## src/rtl/core/trd_pkg.sv

```systemverilog
`default_nettype none

package trd_pkg;

    // Configuration port geometry
    localparam int CFG_INDEX_BITS = 2;
    localparam int CFG_DATA_BITS  = 16;

    typedef enum logic [CFG_INDEX_BITS-1:0] {
        CFG_IMAGE_WIDTH     = 2'd0,
        CFG_IMAGE_HEIGHT    = 2'd1,
        CFG_BYTES_PER_PIXEL = 2'd2
    } trd_cfg_idx_t;

    localparam logic [2:0] BPP_WIDE    = 3'd4;
    localparam logic [2:0] BPP_RESET   = 3'd3;
    localparam logic [1:0] HOLD_CYCLES = 2'd2;

    localparam logic STATUS_OK       = 1'b0;
    localparam logic STATUS_OVERFLOW = 1'b1;

    typedef struct packed {
        logic                      we;
        logic [CFG_INDEX_BITS-1:0] index;
        logic [CFG_DATA_BITS-1:0]  data;
    } trd_cfg_wr_t;

    typedef struct packed {
        logic [7:0] red;
        logic [7:0] green;
        logic [7:0] blue;
        logic [7:0] alpha;
        logic [7:0] repeat_res;
        logic       last;
        logic       status;
    } trd_pix_t;

endpackage

`default_nettype wire

```

## src/rtl/core/trd_front.sv

```systemverilog
`default_nettype none

module trd_front #(
    parameter int PIXEL_COUNT_BITS = 32
) (
    input  logic                 clk,
    input  logic                 rst_n,
    input  trd_pkg::trd_cfg_wr_t cfg_wr,
    input  logic                 in_fire,
    input  logic [7:0]           data_byte,
    output logic                 hold,
    output logic                 push,
    output trd_pkg::trd_pix_t    result
);
    import trd_pkg::*;

    localparam int          PB  = PIXEL_COUNT_BITS;
    localparam int          SW  = (PB + 1 > 9) ? PB + 1 : 9;
    localparam logic [32:0] CAP = (33'd1 << PB) - 33'd1;

    logic [15:0]   width_reg;
    logic [15:0]   height_reg;
    logic [2:0]    bpp_reg;
    logic [1:0]    hold_cnt_reg;
    logic [31:0]   product_reg;
    logic [PB-1:0] total_reg;

    logic          expecting_reg, expecting_next;
    logic          run_reg, run_next;
    logic [7:0]    pkt_left_reg, pkt_left_next;
    logic [1:0]    pos_reg, pos_next;
    logic [7:0]    colour_reg [3];
    logic [7:0]    colour_next [3];
    logic [PB-1:0] done_reg, done_next;

    logic          bpp_wide;
    logic          final_byte;
    logic [7:0]    hdr_count;
    logic          overflow;
    logic [7:0]    rep_raw;
    logic [7:0]    rep;
    logic [7:0]    left_after;
    logic [SW-1:0] pix_done_sum;
    logic          image_end;

    // configuration registers and image size pipeline
    always_ff @(posedge clk or negedge rst_n)
    begin
        if (!rst_n)
        begin
            width_reg    <= 16'd1;
            height_reg   <= 16'd1;
            bpp_reg      <= BPP_RESET;
            hold_cnt_reg <= '0;
            product_reg  <= 32'd1;
            total_reg    <= PB'(1);
        end
        else
        begin
            if (cfg_wr.we)
            begin
                case (cfg_wr.index)
                    CFG_IMAGE_WIDTH:     width_reg  <= cfg_wr.data;
                    CFG_IMAGE_HEIGHT:    height_reg <= cfg_wr.data;
                    CFG_BYTES_PER_PIXEL: bpp_reg    <= cfg_wr.data[2:0];
                    default:             ;
                endcase
            end
            if (cfg_wr.we)
            begin
                hold_cnt_reg <= HOLD_CYCLES;
            end
            else if (hold_cnt_reg != 2'd0)
            begin
                hold_cnt_reg <= hold_cnt_reg - 2'd1;
            end
            product_reg <= 32'(width_reg) * 32'(height_reg);
            total_reg   <= ({1'b0, product_reg} > CAP) ? CAP[PB-1:0] : product_reg[PB-1:0];
        end
    end

    assign hold = (hold_cnt_reg != 2'd0);

    assign bpp_wide   = (bpp_reg == BPP_WIDE);
    assign final_byte = bpp_wide ? (pos_reg == 2'd3) : (pos_reg >= 2'd2);
    // header low seven bits plus one covers both raw and run packets
    assign hdr_count  = {1'b0, data_byte[6:0]} + 8'd1;
    assign overflow   = (SW'(done_reg) + SW'(hdr_count)) > SW'(total_reg);

    assign rep_raw      = run_reg ? pkt_left_reg : 8'd1;
    assign rep          = (rep_raw > pkt_left_reg) ? pkt_left_reg : rep_raw;
    assign left_after   = pkt_left_reg - rep;
    assign pix_done_sum = SW'(done_reg) + SW'(rep);
    assign image_end    = (pix_done_sum >= SW'(total_reg));

    always_comb
    begin
        expecting_next = expecting_reg;
        run_next       = run_reg;
        pkt_left_next  = pkt_left_reg;
        pos_next       = pos_reg;
        colour_next    = colour_reg;
        done_next      = done_reg;
        push           = 1'b0;
        result         = '0;

        if (in_fire)
        begin
            if (expecting_reg)
            begin
                if (overflow)
                begin
                    push           = 1'b1;
                    result.last    = 1'b1;
                    result.status  = STATUS_OVERFLOW;
                    expecting_next = 1'b1;
                    run_next       = 1'b0;
                    pkt_left_next  = 8'd0;
                    pos_next       = 2'd0;
                    colour_next    = '{default: 8'd0};
                    done_next      = '0;
                end
                else
                begin
                    run_next       = data_byte[7];
                    pkt_left_next  = hdr_count;
                    pos_next       = 2'd0;
                    expecting_next = 1'b0;
                end
            end
            else if (!final_byte)
            begin
                if (pos_reg != 2'd3)
                begin
                    colour_next[pos_reg] = data_byte;
                end
                pos_next = pos_reg + 2'd1;
            end
            else
            begin
                push              = 1'b1;
                result.blue       = colour_reg[0];
                result.green      = colour_reg[1];
                result.red        = bpp_wide ? colour_reg[2] : data_byte;
                result.alpha      = bpp_wide ? data_byte : 8'd0;
                result.repeat_res = rep;
                result.last       = image_end;
                result.status     = STATUS_OK;
                pkt_left_next     = left_after;
                pos_next          = 2'd0;
                if (left_after == 8'd0)
                begin
                    expecting_next = 1'b1;
                end
                if (image_end)
                begin
                    expecting_next = 1'b1;
                    run_next       = 1'b0;
                    pkt_left_next  = 8'd0;
                    colour_next    = '{default: 8'd0};
                    done_next      = '0;
                end
                else
                begin
                    done_next = pix_done_sum[PB-1:0];
                end
            end
        end
    end

    always_ff @(posedge clk or negedge rst_n)
    begin
        if (!rst_n)
        begin
            expecting_reg <= 1'b1;
            run_reg       <= 1'b0;
            pkt_left_reg  <= 8'd0;
            pos_reg       <= 2'd0;
            colour_reg    <= '{default: 8'd0};
            done_reg      <= '0;
        end
        else
        begin
            expecting_reg <= expecting_next;
            run_reg       <= run_next;
            pkt_left_reg  <= pkt_left_next;
            pos_reg       <= pos_next;
            colour_reg    <= colour_next;
            done_reg      <= done_next;
        end
    end

`ifndef SYNTHESIS
    // an overflow word restarts the image
    a_overflow_restarts: assert property (@(posedge clk) disable iff (!rst_n)
        push && result.status |=> expecting_reg && (done_reg == '0))
        else $error("overflow did not restart image");
`endif

endmodule

`default_nettype wire

```

## src/rtl/core/trd_fifo.sv

```systemverilog
`default_nettype none

module trd_fifo #(
    parameter int DEPTH = 2
) (
    input  logic              clk,
    input  logic              rst_n,
    input  logic              push,
    input  trd_pkg::trd_pix_t wr_data,
    input  logic              pop,
    output trd_pkg::trd_pix_t rd_data,
    output logic              full,
    output logic              empty
);
    import trd_pkg::*;

    localparam int PW = (DEPTH > 1) ? $clog2(DEPTH) : 1;
    localparam int CW = $clog2(DEPTH + 1);

    trd_pix_t      entry_reg [DEPTH];
    logic [PW-1:0] wr_ptr_reg, wr_ptr_next;
    logic [PW-1:0] rd_ptr_reg, rd_ptr_next;
    logic [CW-1:0] count_reg, count_next;

    assign full    = (count_reg == CW'(DEPTH));
    assign empty   = (count_reg == '0);
    assign rd_data = entry_reg[rd_ptr_reg];

    always_comb
    begin
        wr_ptr_next = wr_ptr_reg;
        rd_ptr_next = rd_ptr_reg;
        count_next  = count_reg;
        if (push)
        begin
            wr_ptr_next = (wr_ptr_reg == PW'(DEPTH - 1)) ? '0 : wr_ptr_reg + PW'(1);
        end
        if (pop)
        begin
            rd_ptr_next = (rd_ptr_reg == PW'(DEPTH - 1)) ? '0 : rd_ptr_reg + PW'(1);
        end
        if (push && !pop)
        begin
            count_next = count_reg + CW'(1);
        end
        else if (pop && !push)
        begin
            count_next = count_reg - CW'(1);
        end
    end

    always_ff @(posedge clk)
    begin
        if (push)
        begin
            entry_reg[wr_ptr_reg] <= wr_data;
        end
    end

    always_ff @(posedge clk or negedge rst_n)
    begin
        if (!rst_n)
        begin
            wr_ptr_reg <= '0;
            rd_ptr_reg <= '0;
            count_reg  <= '0;
        end
        else
        begin
            wr_ptr_reg <= wr_ptr_next;
            rd_ptr_reg <= rd_ptr_next;
            count_reg  <= count_next;
        end
    end

endmodule

`default_nettype wire

```

## src/rtl/core/trd_back.sv

```systemverilog
`default_nettype none

module trd_back (
    input  logic              clk,
    input  logic              rst_n,
    input  logic              fifo_empty,
    input  trd_pkg::trd_pix_t fifo_data,
    output logic              pop,
    input  logic              out_ready,
    output logic              out_valid,
    output trd_pkg::trd_pix_t out_data
);
    import trd_pkg::*;

    logic     valid_reg, valid_next;
    trd_pix_t data_reg;

    // refill the output register whenever it is free or being drained
    assign pop = !fifo_empty && (!valid_reg || out_ready);

    always_comb
    begin
        valid_next = valid_reg;
        if (pop)
        begin
            valid_next = 1'b1;
        end
        else if (out_ready)
        begin
            valid_next = 1'b0;
        end
    end

    always_ff @(posedge clk or negedge rst_n)
    begin
        if (!rst_n)
        begin
            valid_reg <= 1'b0;
        end
        else
        begin
            valid_reg <= valid_next;
        end
    end

    always_ff @(posedge clk)
    begin
        if (pop)
        begin
            data_reg <= fifo_data;
        end
    end

    assign out_valid = valid_reg;
    assign out_data  = data_reg;

endmodule

`default_nettype wire

```

## src/rtl/core/tga_rle_pixel_decoder.sv

```systemverilog
`default_nettype none

// Run-length coded true-color pixel decoder. Feed the packet bytes that follow
// the 18-byte file header, one byte per input word. A packet header below 128
// announces header+1 raw pixels, 128 or more one pixel repeated header-127
// times. Color bytes arrive blue, green, red (, alpha when bytes_per_pixel is
// 4; any other value means 3). Each raw pixel comes out as one word with
// repeat_res 1, and a run comes out as one word carrying its full count. The
// word that completes width*height pixels has last set; a packet header that
// asks for more pixels than remain gives one all-zero word with last and
// status set. Either way the decoder then waits for the first header of a new
// image. Rate: one input byte per cycle while in_ready is high, at most one
// output word per byte; the parser settles each byte combinationally and a
// two-entry queue plus the output register keep it running while the sink
// stalls, until the queue fills. An output word passes through the queue and
// then the output register. Register writes (index 0 width, 1 height, 2 bytes
// per pixel) are taken at once, but in_ready stays low after each write while
// the registered width*height product and its saturation settle. Write
// registers only while no words are in flight.
module tga_rle_pixel_decoder #(
    parameter int PIXEL_COUNT_BITS = 32,
    parameter int QUEUE_DEPTH      = 2
) (
    input  logic                               clk,
    input  logic                               rst_n,
    input  logic                               cfg_valid,
    output logic                               cfg_ready,
    input  logic [trd_pkg::CFG_INDEX_BITS-1:0] cfg_index,
    input  logic [trd_pkg::CFG_DATA_BITS-1:0]  cfg_data,
    input  logic                               in_valid,
    output logic                               in_ready,
    input  logic [7:0]                         data_byte,
    output logic                               out_valid,
    input  logic                               out_ready,
    output logic [7:0]                         red,
    output logic [7:0]                         green,
    output logic [7:0]                         blue,
    output logic [7:0]                         alpha,
    output logic [7:0]                         repeat_res,
    output logic                               last,
    output logic                               status
);
    import trd_pkg::*;

    trd_cfg_wr_t cfg_wr;
    logic        front_hold;
    logic        push;
    trd_pix_t    front_word;
    trd_pix_t    queue_word;
    trd_pix_t    out_word;
    logic        queue_full;
    logic        queue_empty;
    logic        pop;
    logic        in_fire;

    // register writes never stall
    assign cfg_ready    = 1'b1;
    assign cfg_wr.we    = cfg_valid && cfg_ready;
    assign cfg_wr.index = cfg_index;
    assign cfg_wr.data  = cfg_data;

    // every byte makes at most one word, so one free queue slot is enough
    assign in_ready = !queue_full && !front_hold;
    assign in_fire  = in_valid && in_ready;

    trd_front #(
        .PIXEL_COUNT_BITS(PIXEL_COUNT_BITS)
    ) u_front (
        .clk      (clk),
        .rst_n    (rst_n),
        .cfg_wr   (cfg_wr),
        .in_fire  (in_fire),
        .data_byte(data_byte),
        .hold     (front_hold),
        .push     (push),
        .result   (front_word)
    );

    trd_fifo #(
        .DEPTH(QUEUE_DEPTH)
    ) u_fifo (
        .clk    (clk),
        .rst_n  (rst_n),
        .push   (push),
        .wr_data(front_word),
        .pop    (pop),
        .rd_data(queue_word),
        .full   (queue_full),
        .empty  (queue_empty)
    );

    trd_back u_back (
        .clk       (clk),
        .rst_n     (rst_n),
        .fifo_empty(queue_empty),
        .fifo_data (queue_word),
        .pop       (pop),
        .out_ready (out_ready),
        .out_valid (out_valid),
        .out_data  (out_word)
    );

    assign red        = out_word.red;
    assign green      = out_word.green;
    assign blue       = out_word.blue;
    assign alpha      = out_word.alpha;
    assign repeat_res = out_word.repeat_res;
    assign last       = out_word.last;
    assign status     = out_word.status;

`ifndef SYNTHESIS
    // size pipeline must hold off input right after a register write
    a_cfg_holds_input: assert property (@(posedge clk) disable iff (!rst_n)
        cfg_valid && cfg_ready |=> !in_ready)
        else $error("input accepted while image size settles");

    // overflow word is all zero and closes the image
    a_overflow_word: assert property (@(posedge clk) disable iff (!rst_n)
        out_valid && (status == STATUS_OVERFLOW) |->
            last && (repeat_res == 8'd0) && (red == 8'd0) && (green == 8'd0)
            && (blue == 8'd0) && (alpha == 8'd0))
        else $error("malformed overflow word");

    // a pixel word always covers at least one pixel
    a_pixel_count: assert property (@(posedge clk) disable iff (!rst_n)
        out_valid && (status == STATUS_OK) |-> (repeat_res != 8'd0))
        else $error("pixel word with zero count");
`endif

endmodule

`default_nettype wire
```

## config.mk

```make
export PLATFORM = sky130hd
export DESIGN_NAME = tga_rle_pixel_decoder
export DESIGN_NICKNAME = d
export VERILOG_FILES = /design/src/rtl/core/trd_pkg.sv /design/src/rtl/core/trd_front.sv /design/src/rtl/core/trd_fifo.sv /design/src/rtl/core/trd_back.sv /design/src/rtl/core/tga_rle_pixel_decoder.sv
export SDC_FILE = /design/constraint.sdc
export NUM_CORES = 1
export LEC_CHECK = 0
export BUFFER_PORTS_ARGS = -buffer_cell sky130_fd_sc_hd__buf_2
export CORE_MARGIN = 2
export CORE_UTILIZATION = 50
export CTS_BUF_LIST = sky130_fd_sc_hd__clkbuf_4 sky130_fd_sc_hd__clkbuf_8 sky130_fd_sc_hd__clkbuf_16
export DETAILED_ROUTE_END_ITERATION = 6
export PLACE_DENSITY = 0.68
export SLEW_MARGIN = 20
export SYNTH_ARGS = -nofsm -noshare
export SYNTH_HDL_FRONTEND = slang
export SYNTH_HIERARCHICAL = 1
export SYNTH_SLANG_ARGS = --single-unit
export TNS_END_PERCENT = 50
```

## constraint.sdc

```tcl
create_clock -name clk -period 7.2 [get_ports clk]
set_input_delay 0.72 -clock clk [delete_from_list [all_inputs] [get_ports clk]]
set_output_delay 0.72 -clock clk [all_outputs]
set_load 0.01 [all_outputs]
```

# Word level (Yosys, flattened, before mapping)
# Memory sizes are Yosys's and may differ from the RTL's. A register that Yosys moved wholly into a read port is not among the register bits.
# Cells that the tools add are included.
dict set report classes {
  add_sub_neg 10
  n_mul 1
  div_mod_pow 0
  n_lt_le_gt_ge 6
  eq_ne 8
  n_shift 0
  n_mux 50
  bitwise_logic 1
  reduce_logical 30
}
# op count
set ops {}
lappend ops {{$mux W32} 4}
lappend ops {{$mux W24} 5}
lappend ops {{$mux W42} 2}
lappend ops {{$mux W8} 9}
lappend ops {{$add A32 B8 Y33} 2}
lappend ops {{$mux W40} 1}
lappend ops {{$ge A33 B32 Y1} 1}
lappend ops {{$gt A33 B32 Y1} 1}
lappend ops {{$mul A16 B16 Y32} 1}
lappend ops {{$bwmux W24} 1}
lappend ops {{$mux W1} 19}
lappend ops {{$demux W8 S2} 1}
lappend ops {{$mux W2} 8}
lappend ops {{$reduce_bool A2 Y1} 6}
lappend ops {{$add A7 B1 Y8 const B} 1}
lappend ops {{$gt A8 B8 Y1} 1}
lappend ops {{$logic_not A8 Y1} 1}
lappend ops {{$reduce_and A2 Y1} 4}
lappend ops {{$sub A8 B8 Y8} 1}
lappend ops {{$eq A2 B2 Y1 const B} 3}
lappend ops {{$logic_and A1 B1 Y1} 6}
lappend ops {{$logic_not A1 Y1} 6}
lappend ops {{$reduce_and A3 Y1} 2}
lappend ops {{$add A2 B1 Y2 const B} 2}
lappend ops {{other kinds (14)} 18}
dict set report totals {
  reg_bits 174
  latch_bits 0
  ramBits 84
  rom_bits 0
  output_inout_bits 45
  word_cells 125
  memories 1
}
# name words word_bits rd rd_clocked_by_memory_dff wr line_no
set mem_list {}
lappend mem_list {u_fifo.entry_reg 2 42 1 1 1 trd_fifo.sv:20} ;# trd_pix_t entry_reg [DEPTH];

# Depth between registers and ports, before layout
# Gate-level depths: netlist of run 1.
dict set report depth {
  word_depth 10
  ltp_mapped 26
  depth_no_buf 25
}

# Cells and area by module
# Netlist of run 1, hierarchy kept.
# mod n_inst cells_per_inst area_each_um2 seq_area_each_um2
set modules_own_cells {}
lappend modules_own_cells {trd_front 1 2006 18531.5 4237.8}
lappend modules_own_cells {trd_fifo 1 147 3419.5 2622.5}
lappend modules_own_cells {trd_back 1 47 1311.3 1286.2}
lappend modules_own_cells {tga_rle_pixel_decoder 1 4 27.5 0.0}

# Worst setup path after synthesis of run 1
# OpenSTA, ideal clock, no wires.
dict set report synth_path {
  path_kind {input-to-reg}
  from {input port data_byte[2]}
  to {memory u_fifo/entry_reg[0][0] in the netlist's numbering, enable pin}
  arrival_ns 6.284
  required_time_ns 6.754
  setup_slack_ns 0.470
  stages 23
  path_cell_list {clkbuf_1 nand3_1 nor2_1 xor2_1 ha_1 o21ai_1 a21oi_1 o21ai_1 nor2_1 nand2_1 nor2_1 nand3_1 xnor2_1 ha_1 a211oi_1 o21ai_1 a21oi_1 o41ai_1 a2bb2oi_2 nand3_2 buf_2 inv_2 nor2b_1}
}
dict set report synth_between {
  elab_chain_cells 8
}
# element line_no
set synth_lines {}
lappend synth_lines {{start: declaration} tga_rle_pixel_decoder.sv:32} ;# input logic [7:0] data_byte,
lappend synth_lines {{$add A7 B1 Y8} trd_front.sv:87} ;# assign hdr_count = {1'b0, data_byte[6:0]} + 8'd1;
lappend synth_lines {{$add A32 B8 Y33} trd_front.sv:88} ;# assign overflow = (SW'(done_reg) + SW'(hdr_count)) > SW'(total_reg);
lappend synth_lines {{$gt A33 B32 Y1} trd_front.sv:88}
lappend synth_lines {{$mux W1} trd_front.sv:111} ;# if (overflow)
lappend synth_lines {{$mux W1} trd_front.sv:109} ;# if (expecting_reg)
lappend synth_lines {{$mux W1} trd_front.sv:107} ;# if (in_fire)
lappend synth_lines {{net push} tga_rle_pixel_decoder.sv:47} ;# logic push;
lappend synth_lines {{$mux W1} trd_fifo.sv:54} ;# if (push)
lappend synth_lines {{$mux W1 (not written as such)} trd_fifo.sv:56} ;# entry_reg[wr_ptr_reg] <= wr_data;
lappend synth_lines {{end: declaration} trd_fifo.sv:20}
# The timed path passes the listed nets, and every way through them passes these cells.

# Worst setup path in the final report of run 1
dict set report layout_path {
  from {register u_front.width_reg[7]}
  to {register u_front.product_reg[31]}
}
dict set report layout_between {
  elab_chain_cells 1
}
# element line_no
set layout_lines {}
lappend layout_lines {{start: declaration} trd_front.sv:21} ;# logic [15:0] width_reg;
lappend layout_lines {{start signal: assignment} trd_front.sv:63} ;# CFG_IMAGE_WIDTH: width_reg <= cfg_wr.data;
lappend layout_lines {{$mul A16 B16 Y32} trd_front.sv:77} ;# product_reg <= 32'(width_reg) * 32'(height_reg);
lappend layout_lines {{end signal: assignment} trd_front.sv:77}
lappend layout_lines {{end: declaration} trd_front.sv:25} ;# logic [31:0] product_reg;
# No other way between the ends.
# A chain may end at the register's enable or synchronous reset.

==> flow_summary.toml, run 1 <==
[status]
status = "completed"

[clock_network]
clockBufferDepth = 3
holdBufCountCts = 0
clk_latency_ns = 0.56
ctsResizeCount = 0
htreeDepth = 2
post_cts_buffers = 0
clkTransAtPathRegs_ns = 0.07
cts_tree = "yes"
numCtsBuffers = 34
cts_root_buf = "clkbuf_16"
cts.sinks = 300

[sta]
fmax_mhz = 152
drv_slew = 0
period_needed_ns = 6.57
whs_ns = 0.302
final.period_utilization = 0.913
setup_violations = 0
worstMarginPinSlew_ns = 0.907
rsz0062_at_grt = "false"
tns_ns = 0
finalHoldViolCount = 0
slew_headroom = 0.395
fin_skew_ns = 0.0362

[logic_synthesis]
synth-edff-count = 126
synth_cell_types = 91
postSynthCellCount = 2204
netlist_area_um2 = 23300
synth.avg_cell_area_um2 = 10.6
ys_seq_area_frac = 0.350
ys_ff_latch = 300
synth_top_area_share = 0.179
syn_nets = 2630
ys_warn_count = 6
async_flop_share = 0.580
netlist.top_cell.by_area = "dfrtp_1"
ys.flop_type = "dfrtp_1"
synthTopCellsByArea = "dfrtp_1 (18%), fa_1 (17%), edfxtp_1 (16%), ha_1 (11%), inv_1 (4.6%)"

[final_layout]
final_common_cell = "inv_1"
synthToLayoutAreaGrowth_pct = 8.84
nFillCells = 4020
seqCellArea_um2 = 8150
layout_common_cells = "inv_1 (288), nand2_1 (279), ha_1 (198)"
finalNetCount = 2674
largest_reg_flops = 84
diodes = 0
multiInputGateArea_um2 = 13600
utilization = 0.548
drive_above_1_share = 0.120

[detailed_routing]
route.vias.total = 15900
firstDrtPassIters = 5
wirelength_um = 52800
ant_nets = 0
via_per_inst = 5.51
first_iter_violations = 916
avgRoutedWirePerCell_um = 18.3
drc = 0

[setup_path]
startpoint_type = "register"
path_cells = "nand2_1 -> fa_1 -> inv_1 -> fa_1 -> inv_1 -> fa_1 -> inv_1 -> fa_1 -> inv_1 -> fa_1 -> inv_1 -> fa_1 -> ha_1 -> o21ai_0 -> nor2_1 -> o41a_1 -> a22oi_2 -> a21oi_2 -> a311o_1 -> a221oi_2 -> xnor2_1"
critPathTopFamily = "adder cells"
end_kind = "register"
path_common_cell = "fa_1"
critPathMaxStageDelay_ns = 0.77
cp.buffers_inverters = 5
critical_path_arrival_ns = 7.01
cp_data_required_time_ns = 7.64
cp_max_fo = 17
criticalPathCategory = "reg -> reg"
crit_slowest_cell = "dfrtp_1"

[grt]
antenna_found_initial = 0
grt_pass1_wl_um = 86600
grt_pass1_vias = 16700
grtUsageTotal = 0.227
grt_overflow = 0
grt_max_degree = 105

[floorplanning]
initial_core_util = 0.503
die_w_um = 220
die_h_um = 220
core-area_um2 = 46300
dieArea_um2 = 48300
rows = 79
ioPinCount = 76

[place]
dp_hpwl_um = 40300
gp_congestion = 0.897
io_buffers = 74

[worst_hold_path]
hold_class = "in -> async"

[flow_run]
max_cap_viol_count = 0
cells in the mapped netlist, types with 22 or more instances:
cell        n
xor2_1     38
fa_1      197
nand2_1   279
dfrtp_1   167
nor2_1     80
buf_2      22
mux2_2     38
edfxtp_1  126
ha_1      198
a22oi_1    24
nand3_1    32
a21o_1     30
inv_1     288
and2_1    124
o21ai_1    45
xnor2_1    63
a21oi_1    77
clkbuf_1   56
mux2_4     39
o21ai_0    24
routing by layer:
layer	wire length (um)	track usage
met1	21400	0.282
met2	27600	0.408
met3	2380	0.0284
met4	1470	0.0756
met5	0	0
worst paths after layout:
| kind | from | endpoint | slack (ns) | cells after the start |
|---|---|---|---|---|
| max | u_front/width_reg[7] | u_front/product_reg[31] | 0.63 | 21 |
| min | rst_n | u_front/width_reg[12] | 0.30 | 1 |
| max reg2reg | u_front/width_reg[7] | u_front/product_reg[31] | 0.63 | 21 |
| min reg2reg | u_front/product_reg[25] | u_front/total_reg[25] | 0.34 | 0 |
| max in group asynchronous | rst_n | u_fifo/rd_ptr_reg | 5.37 | 2 |
| min in group clk | u_front/product_reg[25] | u_front/total_reg[25] | 0.34 | 0 |
cells by family after synthesis:
| family | after synthesis | share of synthesized area |
|---|---|---|
| AOI/OAI and AO/OA | 310 | 0.0909 |
| xor gates and xnor gates | 101 | 0.0380 |
| adders and majority gates | 395 | 0.276 |
| buffers and inverters | 382 | 0.0665 |
| DFF | 300 | 0.350 |
| muxes | 84 | 0.0465 |
| other | 1 | 0.000161 |
| and+or+nand+nor | 631 | 0.132 |
metrics by stage:
stage               cell area, um2  setup WS (ns)  instances
global route                 25300          0.316       2878
CTS                          25300          0.647       2878
detailed placement           24200          0.675       2819
finish                       25300          0.628       2878
floorplan                    23300          0.470       2204
global placement             24200          0.764       2819
area by class of cell:
cell class	instances	area share
timing repair buffer	100	0.0231
clock inverter	19	0.00898
multi-input combinational	1522	0.537
inverter	290	0.0429
sequential	300	0.321
clock buffer	40	0.0363
tap	607	0.0300
Power of run 1 is not shown: default switching activity piles up to over one toggle a cycle in this logic, so the estimate is an artifact.
==> run 2, diff against run 1 <==
==> constraint.sdc (replaced) <==
create_clock -name clk -period 7.2 [get_ports clk]
set_input_delay 1.8 -clock clk [delete_from_list [all_inputs] [get_ports clk]]
set_output_delay 1.8 -clock clk [all_outputs]
set_load 0.01 [all_outputs]
==> run 2 against run 1 <==
Final area rose by 0.64%. Clock skew rose by 0.0032 ns. Maximum frequency fell by 0.95%. Critical endpoint unchanged.
==> flow_summary.toml, run 2 (synthesized netlist as in run 1, its figures left out) <==
[grt]
grt_overflow = 0
antenna_found_initial = 0
grt_pass1_vias = 16500
grt_pass1_wl_um = 87100
grt_max_degree = 101
grtUsageTotal = 0.228

[floorplanning]
rows = 79
core-area_um2 = 46300
die_w_um = 220
ioPinCount = 76
dieArea_um2 = 48300
die_h_um = 220
initial_core_util = 0.503

[clock_network]
clockBufferDepth = 3
post_cts_buffers = 0
cts.sinks = 300
holdBufCountCts = 0
cts_tree = "yes"
cts_root_buf = "clkbuf_16"
htreeDepth = 2
clkTransAtPathRegs_ns = 0.06
ctsResizeCount = 0
clk_latency_ns = 0.56
numCtsBuffers = 36

[final_layout]
drive_above_1_share = 0.124
final_common_cell = "inv_1"
layout_common_cells = "inv_1 (288), nand2_1 (279), ha_1 (198)"
diodes = 0
largest_reg_flops = 84
synthToLayoutAreaGrowth_pct = 9.54
finalNetCount = 2681

[detailed_routing]
route.vias.total = 16000
first_iter_violations = 845
wirelength_um = 53300
ant_nets = 0
avgRoutedWirePerCell_um = 18.4
firstDrtPassIters = 7
drc = 0
via_per_inst = 5.54

[sta]
rsz0062_at_grt = "false"
setup_violations = 0
slew_headroom = 0.373
drv_slew = 0
fin_skew_ns = 0.0394
period_needed_ns = 6.64
fmax_mhz = 151
finalHoldViolCount = 0
final.period_utilization = 0.922
worstMarginPinSlew_ns = 0.935
tns_ns = 0

[place]
gp_congestion = 0.879
dp_hpwl_um = 39600
io_buffers = 74

[setup_path]
rr_worst_depth = 21
cp_data_required_time_ns = 7.61
r2r-start = "u_front/height_reg[5]"
rr_endpoint = "u_front/product_reg[31]"
end_kind = "register"
cp_max_fo = 17
startpoint_type = "register"
reg2reg_slack_ns = 0.56
criticalPathCategory = "reg -> reg"
critical_path_arrival_ns = 7.05

[status]
status = "completed"

[worst_hold_path]
whs_path_depth = 0
whs_endpoint = "u_front/total_reg[9]"
hold_class = "reg -> reg"
worstHoldStart = "u_front/product_reg[9]"

[flow_run]
max_cap_viol_count = 0
==> run 2: changes by cell type in the layout (fill, tap and decap cells not counted), sizes merged <==
cell      delta
buf          +6
bufinv       +2
clkbuf       +6
clkinv       -3
clkinvlp     -2
inv          +2
==> run 2: critical path, cell delays in order, from the launching register on <==
cell and delay, ns:
dfrtp_1 0.86, nand2_1 0.19, fa_1 0.55, inv_1 0.06, fa_1 0.52, inv_1 0.05
fa_1 0.50, inv_1 0.05, fa_1 0.47, inv_1 0.06, fa_1 0.53, inv_1 0.05
fa_1 0.47, ha_1 0.36, o21ai_0 0.17, nor2_1 0.08, o41a_1 0.36, a22oi_2 0.25
a21oi_2 0.12, a311o_1 0.39, a221oi_2 0.30, xnor2_1 0.10
==> run 2: how the worst max path moves through the flow <==
stage	start	end	cells after the start
after floorplan	data_byte[2]	u_fifo/entry_reg[0][0]	23
after global placement	data_byte[0]	u_fifo/entry_reg[0][30]	25
after detailed placement	data_byte[0]	u_fifo/entry_reg[0][30]	25
after CTS	u_front/height_reg[6]	u_front/product_reg[31]	21
after global routing	u_front/height_reg[5]	u_front/product_reg[31]	21
final	u_front/height_reg[5]	u_front/product_reg[31]	21
==> run 2: through the flow <==
stage	hold slack [ns]	util	setup slack, ns	instance area [um2]	instances
5_1_grt	0.338	0.551	0.243	25500	2889
3_5_place_dp	0.335	0.524	0.347	24200	2824
3_3_place_gp	0.332	0.524	0.427	24200	2824
2_1_floorplan	0.331	-	0.191	23300	2204
6_report	0.313	0.551	0.564	25500	2889
4_1_cts	0.317	0.551	0.563	25500	2889
==> run 2: metal layers <==
metal,vias up,GRT usage,share of wire
li1,7417,-,-
met2,428,0.396,0.51
met1,8067,0.292,0.41
met4,0,0.0792,0.028
met5,-,0,0
met3,102,0.0306,0.049
==> run 2: final cells by class <==
class,count,area (um2)
clock buffer,47,1010
clock inverter,18,258
fill,3966,20700
inverter,290,1090
multi-input combinational,1522,13600
sequential,300,8150
tap,607,759
timing repair buffer,105,634
Power of run 2 is left out for the same reason.
==> run 3, diff against run 2 <==
--- a/config.mk
+++ b/config.mk
@@ -10,10 +10,10 @@
 export CORE_UTILIZATION = 50
 export CTS_BUF_LIST = sky130_fd_sc_hd__clkbuf_4 sky130_fd_sc_hd__clkbuf_8 sky130_fd_sc_hd__clkbuf_16
 export DETAILED_ROUTE_END_ITERATION = 6
-export PLACE_DENSITY = 0.68
+export GPL_TIMING_DRIVEN = 0
+export PLACE_DENSITY = 0.76
 export SLEW_MARGIN = 20
 export SYNTH_ARGS = -nofsm -noshare
 export SYNTH_HDL_FRONTEND = slang
-export SYNTH_HIERARCHICAL = 1
 export SYNTH_SLANG_ARGS = --single-unit
 export TNS_END_PERCENT = 50
==> run 3 against run 2 <==
Clock skew is 0.017 ns lower. Clock-buffer cell count decreased by 3. Setup slack lost 0.32 ns. Largest cell class unchanged.
==> flow_summary.toml, run 3 <==
[status]
status = "completed"

[sta]
worstMarginPinSlew_ns = 0.874
slew_headroom = 0.418
fin_skew_ns = 0.0222
drv_slew = 0
fmax_mhz = 144
period_needed_ns = 6.95
setup_violations = 0
tns_ns = 0
finalHoldViolCount = 0
whs_ns = 0.333
rsz0062_at_grt = "true"
final.period_utilization = 0.966

[place]
dpl_cell_area_um2 = 24000
io_buffers = 74
gp_congestion = 0.950
placedCellCount = 2827
dp_hpwl_um = 41200

[floorplanning]
initial_core_util = 0.503
rows = 78
die_h_um = 217
dieArea_um2 = 47200
ioPinCount = 76
die_w_um = 217
core-area_um2 = 45200

[logic_synthesis]
synth-edff-count = 126
async_flop_share = 0.580
syn_nets = 2576
netlist.top_cell.by_area = "dfrtp_1"
synth_cell_types = 70
ys_warn_count = 0
synth_top_area_share = 0.184
ys_ff_latch = 300
synthTopCellsByCount = "inv_1 (285), nand2_1 (278), ha_1 (198)"
netlist_area_um2 = 22700
synth.avg_cell_area_um2 = 10.6
postSynthCellCount = 2150
ys.flop_type = "dfrtp_1"
synthTopCellsByArea = "dfrtp_1 (18%), fa_1 (17%), edfxtp_1 (17%), ha_1 (11%), mux2_2 (5.0%)"
yosysMostFrequentCell = "inv_1"
ys_seq_area_frac = 0.358

[detailed_routing]
ant_nets = 0
first_iter_violations = 988
drc = 0
via_per_inst = 5.53
route.vias.total = 16000
firstDrtPassIters = 5
avgRoutedWirePerCell_um = 18.6
wirelength_um = 53800

[setup_path]
rr_worst_depth = 21
criticalPathCategory = "in -> reg"
reg2reg_slack_ns = 0.25
end_kind = "register"
critPathMaxStageDelay_ns = 0.34
r2r-start = "u_front.pkt_left_reg[1]"
critical_path_arrival_ns = 7.21
cp.buffers_inverters = 4
cp_data_required_time_ns = 7.46
rr_endpoint = "u_front.done_reg[21]"
startpoint_type = "input port"
critPathTopFamily = "simple AND/OR/NAND/NOR gates"
cp_max_fo = 27
crit_slowest_cell = "ha_1"
path_cells = "buf_2 -> ha_1 -> and3_1 -> nand3_1 -> xnor2_2 -> ha_1 -> o21ai_0 -> nand2b_1 -> o41ai_4 -> nor2_2 -> nand2_1 -> nor4_1 -> xor2_1 -> ha_1 -> nand3_1 -> o221ai_1 -> o221ai_1 -> a31oi_1 -> o31ai_4 -> a31o_2 -> buf_2 -> buf_2 -> nor2_4 -> buf_12"

[clock_network]
htreeDepth = 2
clkTransAtPathRegs_ns = 0.06
cts_tree = "yes"
numCtsBuffers = 34
holdBufCountCts = 0
cts_root_buf = "clkbuf_16"
cts.sinks = 300
clk_latency_ns = 0.56
clockBufferDepth = 3

[final_layout]
nFillCells = 3796
final_common_cell = "inv_1"
synthToLayoutAreaGrowth_pct = 10.8
layout_common_cells = "inv_1 (284), nand2_1 (278), ha_1 (198)"
multiInputGateArea_um2 = 13300
fin_cells = 2886
final_area_um2 = 25200
finalNetCount = 2687
seqCellArea_um2 = 8150
drive_above_1_share = 0.134
diodes = 0
largest_reg_flops = 84

[grt]
grtUsageTotal = 0.232
antenna_found_initial = 0
grt_pass1_vias = 16800
grt_overflow = 0
grt_max_degree = 101
grt_pass1_wl_um = 86200

[flow_run]
max_cap_viol_count = 0

[worst_hold_path]
whs_endpoint = "u_front.total_reg[8]"
hold_class = "reg -> reg"
worstHoldStart = "u_front.product_reg[8]"
whs_path_depth = 0
run 3: changes by cell type after synthesis, moves of 8 or more:
cell,before,now
a21oi_1,77,60
nor2_1,80,107
o21ai_1,45,0
mux2_4,39,0
mux2_2,38,101
o21ai_0,24,48
and2_1,124,116
buf_2,22,13
a22oi_1,24,0
run 3: final cells by class:
type / instances / share of cell area
Buffer: 78 / 0.0138
Clock buffer: 44 / 0.0370
Clock inverter: 17 / 0.00874
Inverter: 285 / 0.0424
Multi-Input combinational cell: 1483 / 0.527
Sequential cell: 300 / 0.323
Tap cell: 600 / 0.0298
Timing Repair Buffer: 79 / 0.0184
run 3: through the flow:
step                      utilization  setup WS [ns]
after floorplan                     -          0.140
after global placement          0.528          -1.79
after detailed placement        0.530         -0.954
after CTS                       0.557          0.113
after global routing            0.558        -0.0167
final                           0.558          0.248
run 3: kinds of logic after synthesis:
| logic type | after synthesis | share of synthesized area |
|---|---|---|
| flip-flops | 300 | 0.358 |
| adder cells (fa/ha/maj) | 395 | 0.282 |
| XOR/XNOR | 100 | 0.0385 |
| AND/OR/NAND/NOR | 652 | 0.137 |
| buffers and inverters | 367 | 0.0623 |
| AO/OA/AOI/OAI | 226 | 0.0678 |
| other | 1 | 0.000165 |
| multiplexers | 109 | 0.0535 |
run 3: worst max-delay path by stage:
stage / from / end / slack [ns] / cells past startpoint
3_5_place_dp: data_byte[0] / u_fifo.entry_reg[0][31] / -0.95 / 23
5_1_grt: u_front.pkt_left_reg[1] / u_front.done_reg[10] / -0.02 / 21
2_1_floorplan: data_byte[0] / u_fifo.entry_reg[0][0] / 0.14 / 21
3_3_place_gp: data_byte[0] / u_fifo.entry_reg[0][26] / -1.79 / 22
6_report: data_byte[0] / u_fifo.entry_reg[0][26] / 0.25 / 24
4_1_cts: data_byte[0] / u_fifo.entry_reg[1][39] / 0.11 / 22
run 3: routing by layer:
| layer | wire length (um) | vias to the layer above | GRT usage |
|---|---|---|---|
| met3 | 2950 | 147 | 0.0316 |
| met1 | 21700 | 7956 | 0.288 |
| met2 | 26700 | 542 | 0.402 |
| met5 | 0 | - | 0 |
| li1 | - | 7310 | - |
| met4 | 2390 | 0 | 0.104 |
run 3: what timing repair did:
| action | 4_1_cts | 5_1_grt |
|---|---|---|
| setup endpoints to repair | 93 | 100 |
| buffers inserted | 2 | 0 |
| cloned | 0 | 0 |
| pin swaps | 1 | 0 |
| resized for setup | 6 | 32 |
Power of run 3 is left out for the same reason.
